$ cat src/hw/rtl/ctw_pkg.sv
// ----------------------------------------------------------------------------
// Calendar timer wheel package
// Types, codes and helper functions shared by the timer wheel modules.
// ----------------------------------------------------------------------------
`default_nettype none

package ctw_pkg;

    localparam int MaxTimers = 32;
    localparam int IdxW      = (MaxTimers > 1) ? $clog2(MaxTimers) : 1;
    localparam int ResultCap = 32;
    localparam int KW        = $clog2(ResultCap + 1);

    localparam logic [1:0] CMD_TICK   = 2'd0;
    localparam logic [1:0] CMD_ADD    = 2'd1;
    localparam logic [1:0] CMD_REMOVE = 2'd2;

    typedef enum logic [2:0] {
        LV_NONE = 3'd0,
        LV_SEC  = 3'd1,
        LV_MIN  = 3'd2,
        LV_HOUR = 3'd3,
        LV_WEEK = 3'd4,
        LV_MDAY = 3'd5
    } t_level;

    typedef struct packed {
        logic [5:0] mday;
        logic [3:0] wday;
        logic [5:0] hour;
        logic [6:0] min;
        logic [6:0] sec;
    } t_sched;

    typedef struct packed {
        logic [7:0] ident;
        t_sched     sched;
        logic [8:0] repeats;
        t_level     level;
    } t_entry;

    typedef struct packed {
        logic [4:0] mday;
        logic [2:0] wday;
        logic [4:0] hour;
        logic [5:0] min;
        logic [5:0] sec;
    } t_date;

    typedef struct packed {
        logic wk;
        logic md;
        logic hr;
        logic mn;
    } t_casc;

    typedef struct packed {
        t_entry entry;
        logic   fire;
        logic   keep;
    } t_upd;

    function automatic t_level top_level(input t_sched s);
        t_level lv;
        if (!s.mday[5]) begin
            lv = LV_MDAY;
        end else if (!s.wday[3]) begin
            lv = LV_WEEK;
        end else if (!s.hour[5]) begin
            lv = LV_HOUR;
        end else if (!s.min[6]) begin
            lv = LV_MIN;
        end else if (!s.sec[6]) begin
            lv = LV_SEC;
        end else begin
            lv = LV_NONE;
        end
        return lv;
    endfunction

    function automatic t_level add_level(input t_sched s, input t_date d);
        t_level lv;
        logic   hr_lt;
        logic   mn_lt;
        logic   sc_lt;
        hr_lt = $signed(s.hour) < $signed({1'b0, d.hour});
        mn_lt = $signed(s.min) < $signed({1'b0, d.min});
        sc_lt = $signed(s.sec) < $signed({1'b0, d.sec});
        if (!s.mday[5] && (s.mday[4:0] != d.mday || hr_lt)) begin
            lv = LV_MDAY;
        end else if (!s.wday[3] && (s.wday[2:0] != d.wday || hr_lt)) begin
            lv = LV_WEEK;
        end else if (!s.hour[5] && (s.hour[4:0] != d.hour || mn_lt)) begin
            lv = LV_HOUR;
        end else if (!s.min[6] && (s.min[5:0] != d.min || sc_lt)) begin
            lv = LV_MIN;
        end else if (!s.sec[6]) begin
            lv = LV_SEC;
        end else begin
            lv = LV_NONE;
        end
        return lv;
    endfunction

endpackage

`default_nettype wire

$ cat src/hw/rtl/ctw_cmd_if.sv
// ----------------------------------------------------------------------------
// Calendar timer wheel command channel
// Valid/ready channel carrying tick, add and remove transactions.
// ----------------------------------------------------------------------------
`default_nettype none

interface ctw_cmd_if;
    logic              valid;
    logic              ready;
    logic [1:0]        cmd;
    logic [7:0]        timer_id;
    logic signed [5:0] day_of_month;
    logic signed [3:0] day_of_week;
    logic signed [5:0] hour_field;
    logic signed [6:0] minute_field;
    logic signed [6:0] second_field;
    logic signed [8:0] repeat_count;

    modport source (
        output valid, cmd, timer_id, day_of_month, day_of_week, hour_field,
               minute_field, second_field, repeat_count,
        input  ready
    );
    modport sink (
        input  valid, cmd, timer_id, day_of_month, day_of_week, hour_field,
               minute_field, second_field, repeat_count,
        output ready
    );
endinterface

`default_nettype wire

$ cat src/hw/rtl/ctw_fire_if.sv
// ----------------------------------------------------------------------------
// Calendar timer wheel fire channel
// Valid/ready channel carrying one fired timer per transaction.
// ----------------------------------------------------------------------------
`default_nettype none

interface ctw_fire_if;
    logic       valid;
    logic       ready;
    logic [7:0] fired_id;
    logic       last_fired;

    modport source (output valid, fired_id, last_fired, input ready);
    modport sink (input valid, fired_id, last_fired, output ready);
endinterface

`default_nettype wire

$ cat src/hw/rtl/ctw_entry_update.sv
// ----------------------------------------------------------------------------
// Calendar timer wheel entry update
// Cascade, due check and repeat countdown of one timer entry on a tick.
// ----------------------------------------------------------------------------
`default_nettype none

module ctw_entry_update (
    input  wire  ctw_pkg::t_entry i_entry,
    input  wire                   i_valid,
    input  wire  ctw_pkg::t_date  i_date,
    input  wire  ctw_pkg::t_casc  i_casc,
    output ctw_pkg::t_upd         o_upd
);

    ctw_pkg::t_level lv;
    ctw_pkg::t_sched s;
    logic            due;
    logic [8:0]      rep;

    assign s = i_entry.sched;

    always_comb begin
        lv = i_entry.level;
        if (i_casc.wk && lv == ctw_pkg::LV_WEEK && !s.wday[3] && s.wday[2:0] == i_date.wday) begin
            lv = s.hour[5] ? ctw_pkg::LV_NONE : ctw_pkg::LV_HOUR;
        end
        if (i_casc.md && lv == ctw_pkg::LV_MDAY && !s.mday[5] && s.mday[4:0] == i_date.mday) begin
            lv = s.hour[5] ? ctw_pkg::LV_NONE : ctw_pkg::LV_HOUR;
        end
        if (i_casc.hr && lv == ctw_pkg::LV_HOUR && !s.hour[5] && s.hour[4:0] == i_date.hour) begin
            lv = s.min[6] ? ctw_pkg::LV_NONE : ctw_pkg::LV_MIN;
        end
        if (i_casc.mn && lv == ctw_pkg::LV_MIN && !s.min[6] && s.min[5:0] == i_date.min) begin
            lv = s.sec[6] ? ctw_pkg::LV_NONE : ctw_pkg::LV_SEC;
        end
        due = i_valid && lv == ctw_pkg::LV_SEC && !s.sec[6] && s.sec[5:0] == i_date.sec;

        rep        = i_entry.repeats;
        o_upd.fire = 1'b0;
        if (due) begin
            if (i_entry.repeats[8]) begin
                o_upd.fire = 1'b1;
            end else if (i_entry.repeats != 9'd0) begin
                o_upd.fire = 1'b1;
                rep        = i_entry.repeats - 9'd1;
            end
        end
        o_upd.keep          = !(due && rep == 9'd0);
        o_upd.entry         = i_entry;
        o_upd.entry.repeats = rep;
        o_upd.entry.level   = due ? ctw_pkg::top_level(s) : lv;
    end

endmodule

`default_nettype wire

$ cat src/hw/rtl/calendar_timer_wheel_core.sv
// ----------------------------------------------------------------------------
// Calendar timer wheel core
// Cron-like hierarchical timer table held in one entry memory.
// ----------------------------------------------------------------------------
// Tick with a changed second: the walk reads one entry per cycle from the entry
//   memory, unless the fire output stalls it, and writes each valid entry back.
// Tick with an unchanged second or an unknown command: no walk, stays idle.
// Add: identifier scan, then one write (match or free slot). Remove: identifier scan.
// Reset clears the valid bits, the date and the output stage; no clearing pass.
`default_nettype none

module calendar_timer_wheel_core (
    input  wire       i_clk,
    input  wire       i_rst_n,
    ctw_cmd_if.sink   i_cmd_ch,
    ctw_fire_if.source o_fire_ch
);

    typedef enum logic [3:0] {
        S_IDLE  = 4'b0001,
        S_WALK  = 4'b0010,
        S_WRITE = 4'b0100,
        S_FLUSH = 4'b1000
    } t_state;

    t_state r_state, n_state;

    ctw_pkg::t_entry mem [ctw_pkg::MaxTimers];
    ctw_pkg::t_entry r_rd;

    logic [ctw_pkg::IdxW-1:0]      r_idx, n_idx, rd_addr;
    logic [ctw_pkg::MaxTimers-1:0] r_valid, n_valid;
    logic [1:0]                    r_op;
    logic [7:0]                    r_id;
    ctw_pkg::t_sched               r_sched;
    logic [8:0]                    r_rep;
    ctw_pkg::t_date                r_date, n_date;
    ctw_pkg::t_casc                r_casc, n_casc;
    logic                          r_hit, n_hit;
    logic [ctw_pkg::IdxW-1:0]      r_hit_idx, n_hit_idx;
    logic                          r_pend_vld, n_pend_vld;
    logic [7:0]                    r_pend_id, n_pend_id;
    logic [ctw_pkg::KW-1:0]        r_k, n_k;
    logic                          r_out_vld, n_out_vld;
    logic [7:0]                    r_out_id, n_out_id;
    logic                          r_out_last, n_out_last;

    logic                          accept, is_last, advance, out_free;
    logic                          we;
    logic [ctw_pkg::IdxW-1:0]      wa;
    ctw_pkg::t_entry               wd, add_ent;
    ctw_pkg::t_upd                 upd;
    logic                          free_any;
    logic [ctw_pkg::IdxW-1:0]      free_idx;
    logic                          v_cur;

    assign i_cmd_ch.ready      = (r_state == S_IDLE);
    assign accept              = i_cmd_ch.valid && i_cmd_ch.ready;
    assign o_fire_ch.valid     = r_out_vld;
    assign o_fire_ch.fired_id  = r_out_id;
    assign o_fire_ch.last_fired = r_out_last;
    assign out_free            = !r_out_vld || o_fire_ch.ready;
    assign is_last             = (r_idx == ctw_pkg::IdxW'(ctw_pkg::MaxTimers - 1));
    assign v_cur               = r_valid[r_idx];

    ctw_entry_update u_update (
        .i_entry (r_rd),
        .i_valid (v_cur),
        .i_date  (r_date),
        .i_casc  (r_casc),
        .o_upd   (upd)
    );

    always_comb begin
        free_any = 1'b0;
        free_idx = '0;
        for (int i = ctw_pkg::MaxTimers - 1; i >= 0; i--) begin
            if (!r_valid[i]) begin
                free_any = 1'b1;
                free_idx = ctw_pkg::IdxW'(i);
            end
        end
    end

    always_comb begin
        add_ent.ident   = r_id;
        add_ent.sched   = r_sched;
        add_ent.repeats = r_rep;
        add_ent.level   = ctw_pkg::add_level(r_sched, r_date);
    end

    always_comb begin
        n_state    = r_state;
        n_idx      = r_idx;
        n_valid    = r_valid;
        n_date     = r_date;
        n_casc     = r_casc;
        n_hit      = r_hit;
        n_hit_idx  = r_hit_idx;
        n_pend_vld = r_pend_vld;
        n_pend_id  = r_pend_id;
        n_k        = r_k;
        n_out_vld  = r_out_vld && !o_fire_ch.ready;
        n_out_id   = r_out_id;
        n_out_last = r_out_last;
        we         = 1'b0;
        wa         = r_idx;
        wd         = upd.entry;
        advance    = 1'b0;

        unique case (r_state)
            S_IDLE: begin
                n_idx = '0;
                if (accept) begin
                    n_hit      = 1'b0;
                    n_k        = '0;
                    n_pend_vld = 1'b0;
                    unique case (i_cmd_ch.cmd)
                        ctw_pkg::CMD_TICK: begin
                            n_date.sec  = i_cmd_ch.second_field[5:0];
                            n_date.min  = i_cmd_ch.minute_field[5:0];
                            n_date.hour = i_cmd_ch.hour_field[4:0];
                            n_date.wday = i_cmd_ch.day_of_week[2:0];
                            n_date.mday = i_cmd_ch.day_of_month[4:0];
                            n_casc.mn   = (r_date.min != n_date.min);
                            n_casc.hr   = n_casc.mn && (r_date.hour != n_date.hour);
                            n_casc.wk   = n_casc.hr && (r_date.wday != n_date.wday);
                            n_casc.md   = n_casc.hr && (r_date.mday != n_date.mday);
                            if (r_date.sec != n_date.sec) begin
                                n_state = S_WALK;
                            end
                        end
                        ctw_pkg::CMD_ADD, ctw_pkg::CMD_REMOVE: begin
                            n_state = S_WALK;
                        end
                        default: begin
                        end
                    endcase
                end
            end
            S_WALK: begin
                unique case (r_op)
                    ctw_pkg::CMD_TICK: begin
                        if (!(v_cur && upd.fire && r_k < ctw_pkg::KW'(ctw_pkg::ResultCap)
                              && r_pend_vld && !out_free)) begin
                            advance = 1'b1;
                            if (v_cur) begin
                                we = 1'b1;
                                if (!upd.keep) begin
                                    n_valid[r_idx] = 1'b0;
                                end
                                if (upd.fire && r_k < ctw_pkg::KW'(ctw_pkg::ResultCap)) begin
                                    if (r_pend_vld) begin
                                        n_out_vld  = 1'b1;
                                        n_out_id   = r_pend_id;
                                        n_out_last = 1'b0;
                                    end
                                    n_pend_vld = 1'b1;
                                    n_pend_id  = r_rd.ident;
                                    n_k        = r_k + ctw_pkg::KW'(1);
                                end
                            end
                        end
                    end
                    ctw_pkg::CMD_ADD: begin
                        advance = 1'b1;
                        if (v_cur && r_rd.ident == r_id && !r_hit) begin
                            n_hit     = 1'b1;
                            n_hit_idx = r_idx;
                        end
                    end
                    default: begin
                        advance = 1'b1;
                        if (v_cur && r_rd.ident == r_id) begin
                            n_valid[r_idx] = 1'b0;
                        end
                    end
                endcase
                if (advance) begin
                    if (is_last) begin
                        n_idx = '0;
                        unique case (r_op)
                            ctw_pkg::CMD_TICK: n_state = S_FLUSH;
                            ctw_pkg::CMD_ADD:  n_state = S_WRITE;
                            default:           n_state = S_IDLE;
                        endcase
                    end else begin
                        n_idx = r_idx + ctw_pkg::IdxW'(1);
                    end
                end
            end
            S_WRITE: begin
                n_state = S_IDLE;
                wd      = add_ent;
                wa      = r_hit ? r_hit_idx : free_idx;
                if (r_hit || free_any) begin
                    we          = 1'b1;
                    n_valid[wa] = 1'b1;
                end
            end
            S_FLUSH: begin
                if (!r_pend_vld) begin
                    n_state = S_IDLE;
                end else if (out_free) begin
                    n_out_vld  = 1'b1;
                    n_out_id   = r_pend_id;
                    n_out_last = 1'b1;
                    n_pend_vld = 1'b0;
                    n_state    = S_IDLE;
                end
            end
            default: begin
                n_state = S_IDLE;
            end
        endcase
        rd_addr = n_idx;
    end

    always_ff @(posedge i_clk) begin
        if (we) begin
            mem[wa] <= wd;
        end
        r_rd <= mem[rd_addr];
    end

    always_ff @(posedge i_clk) begin
        if (!i_rst_n) begin
            r_state    <= S_IDLE;
            r_idx      <= '0;
            r_valid    <= '0;
            r_date     <= '0;
            r_casc     <= '0;
            r_hit      <= 1'b0;
            r_pend_vld <= 1'b0;
            r_k        <= '0;
            r_out_vld  <= 1'b0;
        end else begin
            r_state    <= n_state;
            r_idx      <= n_idx;
            r_valid    <= n_valid;
            r_date     <= n_date;
            r_casc     <= n_casc;
            r_hit      <= n_hit;
            r_pend_vld <= n_pend_vld;
            r_k        <= n_k;
            r_out_vld  <= n_out_vld;
        end
    end

    always_ff @(posedge i_clk) begin
        r_hit_idx  <= n_hit_idx;
        r_pend_id  <= n_pend_id;
        r_out_id   <= n_out_id;
        r_out_last <= n_out_last;
        if (accept) begin
            r_op            <= i_cmd_ch.cmd;
            r_id            <= i_cmd_ch.timer_id;
            r_sched.mday    <= i_cmd_ch.day_of_month;
            r_sched.wday    <= i_cmd_ch.day_of_week;
            r_sched.hour    <= i_cmd_ch.hour_field;
            r_sched.min     <= i_cmd_ch.minute_field;
            r_sched.sec     <= i_cmd_ch.second_field;
            r_rep           <= i_cmd_ch.repeat_count;
        end
    end

endmodule

`default_nettype wire

$ cat src/flat_wrapper.sv
// flat-port wrapper written by rule: the top's interface ports become plain ports
module calendar_timer_wheel_core_flat 
  (i_clk, i_rst_n, i_cmd_ch_valid, i_cmd_ch_cmd, i_cmd_ch_timer_id, i_cmd_ch_day_of_month, i_cmd_ch_day_of_week, i_cmd_ch_hour_field, i_cmd_ch_minute_field, i_cmd_ch_second_field, i_cmd_ch_repeat_count, i_cmd_ch_ready, o_fire_ch_valid, o_fire_ch_fired_id, o_fire_ch_last_fired, o_fire_ch_ready);
  ctw_cmd_if i_cmd_ch_i ();
  ctw_fire_if o_fire_ch_i ();
  input  wire i_clk;
  input  wire i_rst_n;
  input wire logic [$bits(i_cmd_ch_i.valid)-1:0] i_cmd_ch_valid;
  input wire logic [$bits(i_cmd_ch_i.cmd)-1:0] i_cmd_ch_cmd;
  input wire logic [$bits(i_cmd_ch_i.timer_id)-1:0] i_cmd_ch_timer_id;
  input wire logic [$bits(i_cmd_ch_i.day_of_month)-1:0] i_cmd_ch_day_of_month;
  input wire logic [$bits(i_cmd_ch_i.day_of_week)-1:0] i_cmd_ch_day_of_week;
  input wire logic [$bits(i_cmd_ch_i.hour_field)-1:0] i_cmd_ch_hour_field;
  input wire logic [$bits(i_cmd_ch_i.minute_field)-1:0] i_cmd_ch_minute_field;
  input wire logic [$bits(i_cmd_ch_i.second_field)-1:0] i_cmd_ch_second_field;
  input wire logic [$bits(i_cmd_ch_i.repeat_count)-1:0] i_cmd_ch_repeat_count;
  output wire logic [$bits(i_cmd_ch_i.ready)-1:0] i_cmd_ch_ready;
  output wire logic [$bits(o_fire_ch_i.valid)-1:0] o_fire_ch_valid;
  output wire logic [$bits(o_fire_ch_i.fired_id)-1:0] o_fire_ch_fired_id;
  output wire logic [$bits(o_fire_ch_i.last_fired)-1:0] o_fire_ch_last_fired;
  input wire logic [$bits(o_fire_ch_i.ready)-1:0] o_fire_ch_ready;
  assign i_cmd_ch_i.valid = i_cmd_ch_valid;
  assign i_cmd_ch_i.cmd = i_cmd_ch_cmd;
  assign i_cmd_ch_i.timer_id = i_cmd_ch_timer_id;
  assign i_cmd_ch_i.day_of_month = i_cmd_ch_day_of_month;
  assign i_cmd_ch_i.day_of_week = i_cmd_ch_day_of_week;
  assign i_cmd_ch_i.hour_field = i_cmd_ch_hour_field;
  assign i_cmd_ch_i.minute_field = i_cmd_ch_minute_field;
  assign i_cmd_ch_i.second_field = i_cmd_ch_second_field;
  assign i_cmd_ch_i.repeat_count = i_cmd_ch_repeat_count;
  assign i_cmd_ch_ready = i_cmd_ch_i.ready;
  assign o_fire_ch_valid = o_fire_ch_i.valid;
  assign o_fire_ch_fired_id = o_fire_ch_i.fired_id;
  assign o_fire_ch_last_fired = o_fire_ch_i.last_fired;
  assign o_fire_ch_i.ready = o_fire_ch_ready;
  calendar_timer_wheel_core u_core (.i_clk(i_clk), .i_rst_n(i_rst_n), .i_cmd_ch(i_cmd_ch_i), .o_fire_ch(o_fire_ch_i));
endmodule
$ cat config.mk
export PLATFORM = sky130hd
export DESIGN_NAME = calendar_timer_wheel_core_flat
export DESIGN_NICKNAME = d
export VERILOG_FILES = /design/src/hw/rtl/ctw_pkg.sv /design/src/hw/rtl/ctw_cmd_if.sv /design/src/hw/rtl/ctw_fire_if.sv /design/src/hw/rtl/ctw_entry_update.sv /design/src/hw/rtl/calendar_timer_wheel_core.sv /design/src/flat_wrapper.sv
export SDC_FILE = /design/constraint.sdc
export NUM_CORES = 2
export LEC_CHECK = 0
export ABC_AREA = 1
export BUFFER_PORTS_ARGS = -buffer_cell sky130_fd_sc_hd__buf_4
export CORE_MARGIN = 4
export CORE_UTILIZATION = 41
export CTS_CLUSTER_DIAMETER = 40
export CTS_CLUSTER_SIZE = 40
export DETAILED_ROUTE_END_ITERATION = 8
export GPL_ROUTABILITY_DRIVEN = 0
export HOLD_SLACK_MARGIN = 0.12
export PLACE_DENSITY_LB_ADDON = 0.05
export SYNTH_ARGS = -nofsm -noshare
export SYNTH_HDL_FRONTEND = slang
export SYNTH_HIERARCHICAL = 1
export SYNTH_SLANG_ARGS = --single-unit
$ cat constraint.sdc
create_clock -name i_clk -period 7.4 [get_ports i_clk]
set_clock_uncertainty 0.2 [all_clocks]
set_input_delay 1.48 -clock i_clk [delete_from_list [all_inputs] [get_ports i_clk]]
set_output_delay 1.48 -clock i_clk [all_outputs]
set_load 0.05 [all_outputs]
==> results.yml <==
job:
  maxCapViolCount: 0
cts:
  clk_transition_reported_paths_ps: 60
  clock_root_buffer_master: "sky130_fd_sc_hd__clkbuf_16"
  clock_sink_count: 1800
  cts_htree_levels: 5
  cts_setup_buffers: 0
  cts.path.max_buffers: 4
  cts_hold_buffers: 0
  worst_skew_pair.late_latency_ps: 910
  cts_tree: "yes"
  cts-buffers-inserted: 292
  cts-resized-gates: 0
placement:
  place_inst: 7888
  place_area_um2: 76300
  dp.final_hpwl_um: 127000
  numPortBuffers: 63
  dp_worst_setup_slack_ps: 1030
grt:
  grt_start_max_net_pins: 152
  gr-usage-all-layers_pct: 25.6
  via_count_of_the_first_global_routing_pass: 48000
  antenna_found_initial: 0
  grt_first_pass_wirelength_um: 347000
  globalRouteOverflowTotal: 0
final_layout:
  final_cell_area_um2: 85900
  layout-drive-gt1-share_pct: 12.7
  finalNetCount: 5919
  count_of_inserted_antenna_diode_cells: 0
  final.fill_count: 15547
  layoutNonFillerInstCount: 8401
  final_util_pct: 48.8
  area_delta_synth_final_pct: 18.5
timing:
  timing_worst_slew_pin_value_ps: 1280
  finalMaxSlewViolations: 0
  slew_headroom_pct: 14.6
  final_critical_path_setup_slack_ps: 863
  max_freq_mhz: 153
  unrepaired_setup_endpoints_after_global_routing: "no"
  setup_total_negative_slack_ps: 0
  final-hold-violation-count: 0
  finalCriticalPeriod_ps: 6540
  setup_viol: 0
  layout_worst_path_cycle_share_pct: 88.3
setup_path:
  crit_path_frequent_cell: "sky130_fd_sc_hd__nand2_1"
  critical_path_required_ps: 7960
  timing.setup.critical_path_class: "flip-flop to flip-flop"
  crit_fanout: 102
  worst-endpoint-arrival_ps: 7100
  end_kind: "flip-flop"
  max_stage_delay_ps: 690
  ff2ff_setup_slack_ps: 860
  critical-path-slowest-cell: "sky130_fd_sc_hd__dfxtp_1"
  crit_path_start_kind: "flip-flop"
floorplan:
  io-pin-count: 64
  standard_cell_core_area_um2: 176000
  fp.dieH_um: 429
  fp.dieArea_um2: 184000
  rows: 154
  floorplan.initialDensity_pct: 41.2
  die_x_um: 429
drt:
  drt_drc_violations_left: 0
  wirelength_um: 241000
  vias_per_cell: 5.81
  detail_route.wl_per_cell_um: 28.6
  drtIter0Drc: 4983
  via_count_of_the_routed_design: 48829
  dr.pass1.iters: 5
  ant_nets: 0
min_path:
  worstHoldPathType: "flip-flop to flip-flop"
power:
  p_per_area_nw_per_um2: 346
  vdd.ir_drop.worst_mv: 0.204
  p_leak_nw: 28.4
outcome:
  outcome: "finished clean"
synthesis:
  synthesis.nets: 5828
  async_flop_share_pct: 0
  seq_area_frac_synth_pct: 72.7
  top_post_synthesis_cells_by_area: "sky130_fd_sc_hd__edfxtp_1, sky130_fd_sc_hd__nor2_1, sky130_fd_sc_hd__o21ai_0"
  post-synth-top-area-cell: "sky130_fd_sc_hd__edfxtp_1"
  synth.avg_cell_area_um2: 12.6
  postSynth.topFlopCell: "sky130_fd_sc_hd__edfxtp_1"
  ys_ff_latch: 1800
  synth.top_cell.area_share_pct: 69.2
  number_of_cells_produced_by_synthesis: 5751
  post_synth_num_cell_types: 57
  yosys_warning_total: 6
  post_synth_instance_area_um2: 72500
  synth_enable_flop_cells: 1671
metrics by stage:
stage                     power [mW]  hold WS (ps)
after floorplan                 15.0           200
after global placement          16.5           208
after detailed placement        16.5           207
after CTS                       29.9           221
after global routing            30.8           232
final                           29.7           219
kinds of logic after synthesis:
family | Yosys count | synth area share, %
and+or+nand+nor | 1713 | 9.59
xor gates and xnor gates | 40 | 0.483
DFF | 1800 | 72.7
AOI/OAI and AO/OA | 1574 | 13.2
buffers and inverters | 600 | 3.55
adders and majority gates | 24 | 0.414
cell type report:
cell class | count | area (µm²) | share of cell area (%)
Sequential cell | 1800 | 52800 | 61.4
Inverter | 180 | 712 | 0.829
Clock inverter | 166 | 1800 | 2.09
Multi-Input combinational cell | 3351 | 17500 | 20.4
Timing Repair Buffer | 217 | 2390 | 2.78
Tap cell | 2340 | 2930 | 3.41
Clock buffer | 347 | 7800 | 9.08
cell usage in the layout (no fill, tap or decap), types with 6 or more instances in the layout:
master and count:
sky130_fd_sc_hd__xnor2_1 15, sky130_fd_sc_hd__nor4_1 7, sky130_fd_sc_hd__inv_2 12, sky130_fd_sc_hd__a21oi_1 85, sky130_fd_sc_hd__nor2_4 33, sky130_fd_sc_hd__nor3_1 22
sky130_fd_sc_hd__buf_12 61, sky130_fd_sc_hd__xor2_1 25, sky130_fd_sc_hd__clkinv_4 19, sky130_fd_sc_hd__ha_1 24, sky130_fd_sc_hd__buf_4 156, sky130_fd_sc_hd__edfxtp_1 1671
sky130_fd_sc_hd__o31ai_1 16, sky130_fd_sc_hd__o22ai_1 58, sky130_fd_sc_hd__nand4_1 37, sky130_fd_sc_hd__inv_8 9, sky130_fd_sc_hd__nor2_1 1011, sky130_fd_sc_hd__clkinv_1 23
sky130_fd_sc_hd__o21ai_2 6, sky130_fd_sc_hd__clkbuf_16 299, sky130_fd_sc_hd__o21ai_1 258, sky130_fd_sc_hd__o21ai_0 679, sky130_fd_sc_hd__o211ai_1 40, sky130_fd_sc_hd__clkbuf_8 14
sky130_fd_sc_hd__o221ai_1 348, sky130_fd_sc_hd__nand3_1 189, sky130_fd_sc_hd__nand2_1 384, sky130_fd_sc_hd__dfxtp_1 129, sky130_fd_sc_hd__clkinvlp_4 25, sky130_fd_sc_hd__bufinv_16 27
sky130_fd_sc_hd__inv_1 159, sky130_fd_sc_hd__a31oi_1 52, sky130_fd_sc_hd__nand2_2 8, sky130_fd_sc_hd__clkinv_2 38, sky130_fd_sc_hd__clkbuf_1 34, sky130_fd_sc_hd__inv_6 31
routing by layer:
layer	routed length [µm]	track usage (%)	vias up	share of wire (%)
li1	-	-	21730	-
met1	104000	35.2	25013	43
met2	115000	41.8	1652	48
met3	13200	3.59	434	5.5
met4	7920	8.69	0	3.3
met5	0	0	-	0
worst paths after layout:
check                 startpoint                      endpoint  cells past startpoint
min reg2reg  u_core/r_pend_id[6]  u_core/o_fire_ch.fired_id[6]                      0
max reg2reg      u_core/r_idx[2]               u_core/r_rd[30]                     28
max              u_core/r_idx[2]               u_core/r_rd[30]                     28
min          u_core/r_pend_id[6]  u_core/o_fire_ch.fired_id[6]                      0
synthesized netlist by cell type (2+ instances only):
cell type / instances
sky130_fd_sc_hd__a211oi_1: 5
sky130_fd_sc_hd__a21boi_0: 2
sky130_fd_sc_hd__a21oi_1: 87
sky130_fd_sc_hd__a221oi_1: 3
sky130_fd_sc_hd__a31oi_1: 52
sky130_fd_sc_hd__and3_1: 2
sky130_fd_sc_hd__buf_1: 7
sky130_fd_sc_hd__buf_2: 108
sky130_fd_sc_hd__buf_4: 50
sky130_fd_sc_hd__clkbuf_1: 255
sky130_fd_sc_hd__clkinv_1: 5
sky130_fd_sc_hd__dfxtp_1: 129
sky130_fd_sc_hd__edfxtp_1: 1671
sky130_fd_sc_hd__ha_1: 24
sky130_fd_sc_hd__inv_1: 161
sky130_fd_sc_hd__inv_2: 13
sky130_fd_sc_hd__nand2_1: 385
sky130_fd_sc_hd__nand2_2: 7
sky130_fd_sc_hd__nand2_4: 3
sky130_fd_sc_hd__nand3_1: 190
sky130_fd_sc_hd__nand3_2: 3
sky130_fd_sc_hd__nand4_1: 37
sky130_fd_sc_hd__nor2_1: 1044
sky130_fd_sc_hd__nor3_1: 22
sky130_fd_sc_hd__nor3_2: 4
sky130_fd_sc_hd__nor3_4: 2
sky130_fd_sc_hd__nor3b_1: 2
sky130_fd_sc_hd__nor4_1: 7
sky130_fd_sc_hd__o2111ai_1: 2
sky130_fd_sc_hd__o211ai_1: 40
sky130_fd_sc_hd__o21ai_0: 686
sky130_fd_sc_hd__o21ai_1: 258
sky130_fd_sc_hd__o21bai_1: 2
sky130_fd_sc_hd__o221ai_1: 348
sky130_fd_sc_hd__o22ai_1: 58
sky130_fd_sc_hd__o31ai_1: 16
sky130_fd_sc_hd__or2_2: 3
sky130_fd_sc_hd__xnor2_1: 15
sky130_fd_sc_hd__xor2_1: 25
state kept, by name (all words and copies together) (netlist names):
signal                       cells
u_core/r_id                      8
u_core/r_rep                     9
u_core/r_hit                     1
u_core/o_fire_ch.valid           1
u_core/r_op                      2
u_core/r_k                       6
u_core/r_casc                    4
u_core/r_hit_idx                 5
u_core/r_pend_vld                1
u_core/r_date                   25
u_core/r_rd                     50
u_core/o_fire_ch.last_fired      1
u_core/add_ent                  30
u_core/r_pend_id                 8
u_core/r_valid                  32
u_core/r_state                   4
u_core/r_idx                     5
u_core/o_fire_ch.fired_id        8
u_core/mem                    1600
power breakdown:
group          internal (mW)  leakage, nW  switching [mW]  total (mW)
Sequential              12.0         16.1           0.295        12.3
Combinational          0.988         7.63            2.98        3.97
Clock                   8.52         4.66            4.87        13.4
critical path: cells and delay by family (launching register included):
kind | cells | cell delay [ps]
and+or+nand+nor | 17 | 2940
DFF | 1 | 690
buffers and inverters | 5 | 1110
AOI/OAI and AO/OA | 6 | 1240
No activity file was read; power rests on OpenSTA's default activity.
